**src/rtl/paged_slot_allocator_core_assert.svh**
```systemverilog
// Assertion macros used by the paged slot allocator datapath.
`ifndef PAGED_SLOT_ALLOCATOR_CORE_ASSERT_SVH
`define PAGED_SLOT_ALLOCATOR_CORE_ASSERT_SVH

// Same-cycle implication, disabled during reset.
`define PSA_ASSERT_IMP(name, clk, rst, ante, cons, msg) \
  name: assert property (@(posedge clk) disable iff (rst) (ante) |-> (cons)) \
    else $error(msg);

// Next-cycle implication, disabled during reset.
`define PSA_ASSERT_NXT(name, clk, rst, ante, cons, msg) \
  name: assert property (@(posedge clk) disable iff (rst) (ante) |=> (cons)) \
    else $error(msg);

`endif

```
**src/rtl/psa_pkg.sv**
```systemverilog
// Package: command/status types and result codes for the paged slot allocator.
`default_nettype none

package psa_pkg;

  localparam logic [1:0] STATUS_OK       = 2'd0;
  localparam logic [1:0] STATUS_NO_PAGE  = 2'd1;
  localparam logic [1:0] STATUS_BAD_FREE = 2'd2;

  typedef struct packed {
    logic load_in;
    logic rd_lfp;
    logic rd_scan;
    logic rd_free;
    logic clr_lfv;
    logic take_cnt;
    logic open_start;
    logic fill_step;
    logic open_done;
    logic pop;
    logic pop_latch;
    logic scan_start;
    logic scan_next;
    logic scan_hit;
    logic scan_miss;
    logic free_commit;
    logic set_no_page;
    logic set_bad_free;
    logic out_load;
  } cmd_t;

  typedef struct packed {
    logic mode;
    logic lfp_ok;
    logic cnt_zero;
    logic cnt_full;
    logic pages_full;
    logic fill_last;
    logic cur_empty;
    logic scan_in_range;
    logic free_arg_ok;
    logic out_free;
  } sts_t;

endpackage

`default_nettype wire

```
**src/rtl/psa_ctrl.sv**
```systemverilog
// Controller FSM: sequences allocate, page open, pop, scan and free steps.
`default_nettype none

module psa_ctrl
  import psa_pkg::*;
(
  input  wire logic clk,
  input  wire logic rst,
  input  wire logic in_valid,
  output logic      in_stall,
  input  wire sts_t sts,
  output cmd_t      cmd
);

  typedef enum logic [11:0] {
    ST_IDLE     = 12'b0000_0000_0001,
    ST_ALLOC    = 12'b0000_0000_0010,
    ST_A_CHK    = 12'b0000_0000_0100,
    ST_OPEN     = 12'b0000_0000_1000,
    ST_FILL     = 12'b0000_0001_0000,
    ST_POP      = 12'b0000_0010_0000,
    ST_POP_WAIT = 12'b0000_0100_0000,
    ST_SCAN_RD  = 12'b0000_1000_0000,
    ST_SCAN_CHK = 12'b0001_0000_0000,
    ST_FREE     = 12'b0010_0000_0000,
    ST_F_RD     = 12'b0100_0000_0000,
    ST_DONE     = 12'b1000_0000_0000
  } state_t;

  state_t state;
  state_t state_next;

  always_ff @(posedge clk) begin
    if (rst) begin
      state <= ST_IDLE;
    end else begin
      state <= state_next;
    end
  end

  assign in_stall = (state != ST_IDLE);

  always_comb begin
    cmd        = '0;
    state_next = state;
    case (state)
      ST_IDLE: begin
        if (in_valid) begin
          cmd.load_in = 1'b1;
          state_next  = sts.mode ? ST_FREE : ST_ALLOC;
        end
      end
      ST_ALLOC: begin
        if (sts.lfp_ok) begin
          cmd.rd_lfp = 1'b1;
          state_next = ST_A_CHK;
        end else begin
          cmd.clr_lfv = 1'b1;
          state_next  = ST_OPEN;
        end
      end
      ST_A_CHK: begin
        if (sts.cnt_zero) begin
          cmd.clr_lfv = 1'b1;
          state_next  = ST_OPEN;
        end else begin
          cmd.take_cnt = 1'b1;
          state_next   = ST_POP;
        end
      end
      ST_OPEN: begin
        if (sts.pages_full) begin
          cmd.set_no_page = 1'b1;
          state_next      = ST_DONE;
        end else begin
          cmd.open_start = 1'b1;
          state_next     = ST_FILL;
        end
      end
      ST_FILL: begin
        cmd.fill_step = 1'b1;
        if (sts.fill_last) begin
          cmd.open_done = 1'b1;
          state_next    = ST_POP;
        end
      end
      ST_POP: begin
        cmd.pop    = 1'b1;
        state_next = ST_POP_WAIT;
      end
      ST_POP_WAIT: begin
        cmd.pop_latch = 1'b1;
        if (sts.cur_empty) begin
          cmd.scan_start = 1'b1;
          state_next     = ST_SCAN_RD;
        end else begin
          state_next = ST_DONE;
        end
      end
      ST_SCAN_RD: begin
        if (sts.scan_in_range) begin
          cmd.rd_scan = 1'b1;
          state_next  = ST_SCAN_CHK;
        end else begin
          cmd.scan_miss = 1'b1;
          state_next    = ST_DONE;
        end
      end
      ST_SCAN_CHK: begin
        if (sts.cnt_zero) begin
          cmd.scan_next = 1'b1;
          state_next    = ST_SCAN_RD;
        end else begin
          cmd.scan_hit = 1'b1;
          state_next   = ST_DONE;
        end
      end
      ST_FREE: begin
        if (sts.free_arg_ok) begin
          cmd.rd_free = 1'b1;
          state_next  = ST_F_RD;
        end else begin
          cmd.set_bad_free = 1'b1;
          state_next       = ST_DONE;
        end
      end
      ST_F_RD: begin
        if (sts.cnt_full) begin
          cmd.set_bad_free = 1'b1;
        end else begin
          cmd.free_commit = 1'b1;
        end
        state_next = ST_DONE;
      end
      ST_DONE: begin
        if (sts.out_free) begin
          cmd.out_load = 1'b1;
          state_next   = ST_IDLE;
        end
      end
      default: begin
        state_next = ST_IDLE;
      end
    endcase
  end

endmodule

`default_nettype wire

```
**config.mk**
```make
export PLATFORM = sky130hd
export DESIGN_NAME = psa_ctrl
export DESIGN_NICKNAME = d
export VERILOG_FILES = /design/src/rtl/paged_slot_allocator_core_assert.svh /design/src/rtl/psa_pkg.sv /design/src/rtl/psa_ctrl.sv
export SDC_FILE = /design/constraint.sdc
export NUM_CORES = 1
export LEC_CHECK = 0
export BUFFER_PORTS_ARGS = -buffer_cell sky130_fd_sc_hd__buf_4
export CAP_MARGIN = 25
export CELL_PAD_IN_SITES_DETAIL_PLACEMENT = 1
export CELL_PAD_IN_SITES_GLOBAL_PLACEMENT = 2
export CORE_UTILIZATION = 30
export CTS_CLUSTER_DIAMETER = 80
export DETAILED_ROUTE_END_ITERATION = 16
export GPL_ROUTABILITY_DRIVEN = 0
export GPL_TIMING_DRIVEN = 0
export PLACE_DENSITY = 0.85
export SLEW_MARGIN = 20
export SYNTH_ARGS = -nofsm -noshare
export SYNTH_HDL_FRONTEND = slang
export SYNTH_SLANG_ARGS = --single-unit
export TNS_END_PERCENT = 1
```
**constraint.sdc**
```tcl
create_clock -name clk -period 4.65 [get_ports clk]
set_clock_uncertainty 0.15 [all_clocks]
set_input_delay 0.6975 -clock clk [delete_from_list [all_inputs] [get_ports clk]]
set_output_delay 0.6975 -clock clk [all_outputs]
set_load 0.005 [all_outputs]
```
==> reports/results.ini, run 1 <==
[cts]
insertion_delay_ns=0.28
clockBufferDepth=2
ctsHoldBuffers=0
post_cts_buffers=0
cts_tree=built
cts_max_level=1
cts_root_buffer=clkbuf_4
cts.sinks=12
cts_made_buffers=3
cts.clk_slew.worst_paths_ns=0.08
cts_resized=0

[place]
dp_hpwl_um=2310
io_buffers=32
placed_cells=202
pre_cts_slack_ns=2.00

[timing]
setup_viol=0
hold_violations=0
max_slew.worst_pin.slew_ns=0.636
maxSlewViolCount=0
hold_slack_ns=0.424
final.setup.worst_slack_ns=1.70
fin_crit_ns=2.95
rsz0062_at_grt=no
fmax_mhz=339
finalCritPeriodShare_pct=63.4
fin_setup_tns_ns=0
relSlewSlack_pct=57.2

[cells_and_area]
drive_gt1_share_pct=36.4
largest_reg_flops=12
syn2layout_area_growth_pct=32.5
num-nets-final=176
top_regs=state (12)
fill_cells=385
num_antenna_cells=0
layout.cells.non_filler=206
mostFrequentLayoutCell=buf_4
regMostFlops=state
final_cell_mix=33 x buf_4, 21 x nor2_1, 12 x dfxtp_1

[status]
status=completed

[logic_synthesis]
yosys_warnings=0
syn_avg_cell_area_um2=8.10
ys_ff_latch=12
postSynthNetCount=139
synth_cell_types=46
syn_area_mm2=0.00102
yosys.area_share.adder_pct=0
ys_seq_area_share_pct=23.5
synth_xor_area_share_pct=0.858
yosys.area_share.simple_pct=50.7
postSynthCellCount=126
synth_top_family_by_area=simple AND/OR/NAND/NOR gates
synth_compound_gate_area_share_pct=10.8
synth_mux_area_share_pct=2.08

[setup_path]
end_kind=output port
startpoint_type=register
r2r_slack_ns=2.44
crit_type=reg2out
cp_max_fo=10
worst-endpoint-arrival_ns=2.10
crit_required_ns=3.80
rr_worst_depth=5

[power]
switchingPower_mw=0.0762
ir_drop_mv=0.0786
seqPwrFrac_pct=42.6
cell_internal_pwr_mw=0.182
leakage_nw=0.646
p_total_mw=0.258
p_per_area_mw_per_mm2=191
p_comb_share_pct=23.8
swShare_pct=29.5
p_clk_share_pct=33.6

[route]
drtIter0Drc=27
wl_met2_um=1380
routed_wl_um=2870
top_layer_used=met4
dr_wl_met3_um=158
ant_nets=0
viasPerCell=5.06
wl_met1_um=1310
vias=1042
dr.pass1.iters=4
post-route-drc-count=0
post_drt_wl_per_cell_um=13.9

[grt]
grt-ovfl-total=0
grt_pass1_vias=1007
grt_max_degree=11
grt_pass1_wl_um=4840
track_usage_pct=18.0
antenna_found_initial=0

[floorplan]
rows=20
die-area_mm2=0.00364
die_h_um=60.3
core-area_mm2=0.00313
io-pin-count=33
initial_core_util_pct=32.6
die_w_um=60.3

[worst_hold_path]
hold_depth=2
hold_path.class=in2reg

[job]
maxCapViolations=0

==> cells in the mapped netlist (all sizes together) <==
master / n / area share (%)
nand3: 5 / 2.9
and2: 2 / 1.2
nor4b: 4 / 4.0
and2b: 2 / 1.6
nand4b: 1 / 0.86
nor2b: 4 / 2.5
buf: 4 / 3.4
mux2: 1 / 1.1
inv: 11 / 4.0
a31oi: 2 / 1.2
or4: 3 / 3.3
o31ai: 1 / 0.74
mux2i: 1 / 0.98
nor2: 22 / 8.8
nand2: 5 / 1.8
dfxtp: 12 / 24
nor4: 7 / 8.5
a21oi: 2 / 0.98
and4b: 1 / 1.1
a2111oi: 1 / 0.86
nor3: 4 / 2.5
or4b: 1 / 0.98
or3b: 1 / 0.86
and3: 5 / 3.1
a21boi: 1 / 0.74
nand4: 2 / 1.2
a221oi: 2 / 1.7
a211oi: 1 / 1.2
o21ba: 1 / 0.98
clkbuf: 4 / 4.5
xnor2: 1 / 0.86
a22o: 1 / 0.86
nor3b: 3 / 2.2
and3b: 1 / 0.86
o21ai: 3 / 1.5
nand2b: 4 / 2.5
==> power groups by stage <==
stage / combinational, mW / sequential (mW) / clock, mW
4_1_cts: 0.0622 / 0.110 / 0.0901
6_report: 0.0614 / 0.110 / 0.0868
3_5_place_dp: 0.0618 / 0.112 / 0
2_1_floorplan: 0.0377 / 0.111 / 0
5_1_grt: 0.0680 / 0.110 / 0.0957
3_3_place_gp: 0.0607 / 0.112 / 0
==> cell families (layout without fill, tap and decap cells) <==
family / count (synthesis) / count (layout)
xor+xnor: 1 / 1
flops: 12 / 12
simple gates: 77 / 77
mux: 2 / 2
buf+inv: 19 / 55
compound gates: 15 / 15
==> cell type report <==
| type | count | area (um^2) | share of cell area (%) |
|---|---|---|---|
| multi-input combinational | 95 | 658 | 48.7 |
| inverter | 11 | 41.3 | 3.05 |
| tap | 44 | 55.1 | 4.07 |
| clock buffer | 4 | 36.3 | 2.68 |
| timing repair buffer | 32 | 240 | 17.8 |
| buffer | 8 | 81.3 | 6.01 |
| sequential | 12 | 240 | 17.8 |
==> worst max-delay path: stages (launching register included) <==
cell and delay [ns]:
dfxtp_1 0.32, buf_6 0.14, or4_4 0.57, nor3_2 0.30
nand2b_1 0.13, nor4b_2 0.22, buf_4 0.14
==> metrics by stage <==
stage          utilization, %  instance area, um^2
6_report                 43.2                 1350
2_1_floorplan               -                 1020
3_5_place_dp             42.1                 1320
5_1_grt                  43.2                 1350
3_3_place_gp             42.1                 1320
4_1_cts                  43.2                 1350
==> routing by layer <==
metal / GRT usage [%] / vias to the layer above
li1: - / 519
met1: 23.7 / 490
met2: 29.2 / 31
met3: 5.33 / 2
met4: 3.99 / 0
met5: 0 / -
==> worst paths after layout <==
kind,from,endpoint
hold reg to reg,state[4]$_SDFFE_PP0P_,state[4]$_SDFFE_PP0P_
setup / recovery,state[4]$_SDFFE_PP0P_,cmd[3]
hold / removal,rst,state[6]$_SDFFE_PP0P_
setup reg to reg,state[1]$_SDFFE_PP0P_,state[0]$_SDFFE_PP1P_
Power figures use the tool's default switching activity.
==> run 2: changes to the inputs <==
--- a/config.mk
+++ b/config.mk
@@ -9,12 +9,12 @@
 export CAP_MARGIN = 25
 export CELL_PAD_IN_SITES_DETAIL_PLACEMENT = 1
 export CELL_PAD_IN_SITES_GLOBAL_PLACEMENT = 2
-export CORE_UTILIZATION = 30
+export CORE_UTILIZATION = 28
 export CTS_CLUSTER_DIAMETER = 80
 export DETAILED_ROUTE_END_ITERATION = 16
 export GPL_ROUTABILITY_DRIVEN = 0
 export GPL_TIMING_DRIVEN = 0
-export PLACE_DENSITY = 0.85
+export PLACE_DENSITY = 0.81
 export SLEW_MARGIN = 20
 export SYNTH_ARGS = -nofsm -noshare
 export SYNTH_HDL_FRONTEND = slang
==> constraint.sdc (replaced) <==
create_clock -name clk -period 3.1 [get_ports clk]
set_clock_uncertainty 0.15 [all_clocks]
set_input_delay 0.465 -clock clk [delete_from_list [all_inputs] [get_ports clk]]
set_output_delay 0.465 -clock clk [all_outputs]
set_load 0.005 [all_outputs]
==> reports/results.ini, run 2 (synthesis gave the netlist of run 1 again) <==
[grt]
track_usage_pct=16.8  ; -1.3 points
grt_pass1_wl_um=5190  ; +7.1%
grt_max_degree=11  ; unchanged
antenna_found_initial=0  ; unchanged
grt-ovfl-total=0  ; unchanged
grt_pass1_vias=1076  ; +6.9%

[timing]
fmax_mhz=368
fin_crit_ns=2.72
maxSlewViolCount=0  ; unchanged
setup_viol=0  ; unchanged
rsz0062_at_grt=no
hold_violations=0  ; unchanged
finalCritPeriodShare_pct=87.8
max_slew.worst_pin.slew_ns=0.683  ; +0.0475 ns
relSlewSlack_pct=54.0  ; -3.2 points
fin_setup_tns_ns=0  ; unchanged

[cells_and_area]
mostFrequentLayoutCell=buf_4
drive_gt1_share_pct=36.4  ; unchanged
num_antenna_cells=0  ; unchanged
final_cell_mix=33 x buf_4, 21 x nor2_1, 12 x dfxtp_1
regMostFlops=state
num-nets-final=176  ; unchanged
syn2layout_area_growth_pct=32.7
largest_reg_flops=12  ; unchanged
fill_cells=439  ; +14%
top_regs=state (12)
layout.cells.non_filler=208  ; +0.97%

[setup_path]
cp_max_fo=10  ; unchanged
worst-endpoint-arrival_ns=2.11  ; about the same
crit_type=reg2out
cpPeakStageDelay_ns=0.55  ; -0.02 ns
slowest_stage=or4_4
crit_buf_inv=2  ; unchanged
crit_required_ns=2.48  ; -1.32 ns
path_cells=clkbuf_8 -> or4_4 -> nor3_2 -> nand2b_1 -> nor4b_2 -> buf_4
cpLargestDelayFamily=simple AND/OR/NAND/NOR gates
end_kind=output port
startpoint_type=register

[route]
routed_wl_um=3060  ; +6.9%
ant_nets=0  ; unchanged
viasPerCell=5.01  ; -0.87%
post_drt_wl_per_cell_um=14.7  ; +5.8%
post-route-drc-count=0  ; unchanged
vias=1043  ; +0.096%
drtIter0Drc=14  ; -48%
dr.pass1.iters=4  ; unchanged

[cts]
cts_max_level=1  ; unchanged
clockBufferDepth=2  ; unchanged
cts_tree=built
insertion_delay_ns=0.28  ; about the same
cts.sinks=12  ; unchanged
cts.clk_slew.worst_paths_ns=0.10  ; +0.02 ns
cts_root_buffer=clkbuf_4
ctsHoldBuffers=0  ; unchanged
cts_resized=0  ; unchanged
cts_made_buffers=3  ; unchanged
post_cts_buffers=0  ; unchanged

[place]
dp_hpwl_um=2300  ; -0.51%
placed_cells=204  ; +0.99%
io_buffers=32  ; unchanged

[floorplan]
io-pin-count=33  ; unchanged
die-area_mm2=0.00389  ; +6.9%
die_h_um=62.4  ; +3.4%
die_w_um=62.4  ; +3.4%
core-area_mm2=0.00342  ; +9.2%
rows=21  ; +5.0%
initial_core_util_pct=29.9  ; -2.7 points

[power]
leakage_nw=0.646  ; unchanged
p_per_area_mw_per_mm2=289  ; +52%
ir_drop_mv=0.120  ; +53%

[status]
status=completed

[worst_hold_path]
hold_path.class=in2reg

[job]
maxCapViolations=0  ; unchanged

run 2: cell counts in the layout (fill, tap and decap cells not counted):
No cell type changed its count.
run 2: final cells by class:
| type | instances | area, um^2 | share of cell area [%] |
|---|---|---|---|
| plain buffers | 8 | 81.3 | 6.00 |
| clock buffers | 4 | 36.3 | 2.68 |
| inverters | 11 | 41.3 | 3.05 |
| multi-input cells | 95 | 658 | 48.6 |
| flip-flops and latches | 12 | 240 | 17.7 |
| well taps | 46 | 57.6 | 4.25 |
| repair buffers | 32 | 240 | 17.7 |
run 2: where the power goes:
group,total (mW),switching (mW),internal [mW]
combinational,0.0920,0.0483,0.0437
clock,0.135,0.0634,0.0714
sequential,0.165,0.00744,0.158
total,0.392,0.119,0.273
run 2: path summary, 6_finish.rpt:
path / from / slack (ns) / cells after the start / to
worst max register to register: state[0]$_SDFFE_PP1P_ / 0.87 / 5 / state[0]$_SDFFE_PP1P_
worst min-delay path: sts[9] / 0.20 / 2 / state[1]$_SDFFE_PP0P_
worst min register to register: state[4]$_SDFFE_PP0P_ / 0.50 / 3 / state[4]$_SDFFE_PP0P_
worst max-delay path: state[5]$_SDFFE_PP0P_ / 0.38 / 6 / cmd[3]
run 2: layer usage:
layer	part of all wire, %	track usage [%]	wire length, um
met1	46	21.1	1420
met2	49	29.7	1490
met3	4.5	2.19	139
met4	0.59	4.94	18
met5	0	0	0
run 2: per-stage QoR:
stage	power (mW)	area, um^2	hold slack, ns	worst slack [ns]	util, %
2_1_floorplan	0.223	1020	0.387	0.932	-
3_3_place_gp	0.260	1320	0.488	0.690	38.6
3_5_place_dp	0.261	1320	0.495	0.691	38.6
4_1_cts	0.398	1360	0.185	0.360	39.7
5_1_grt	0.415	1360	0.194	0.241	39.7
6_report	0.392	1360	0.197	0.379	39.7
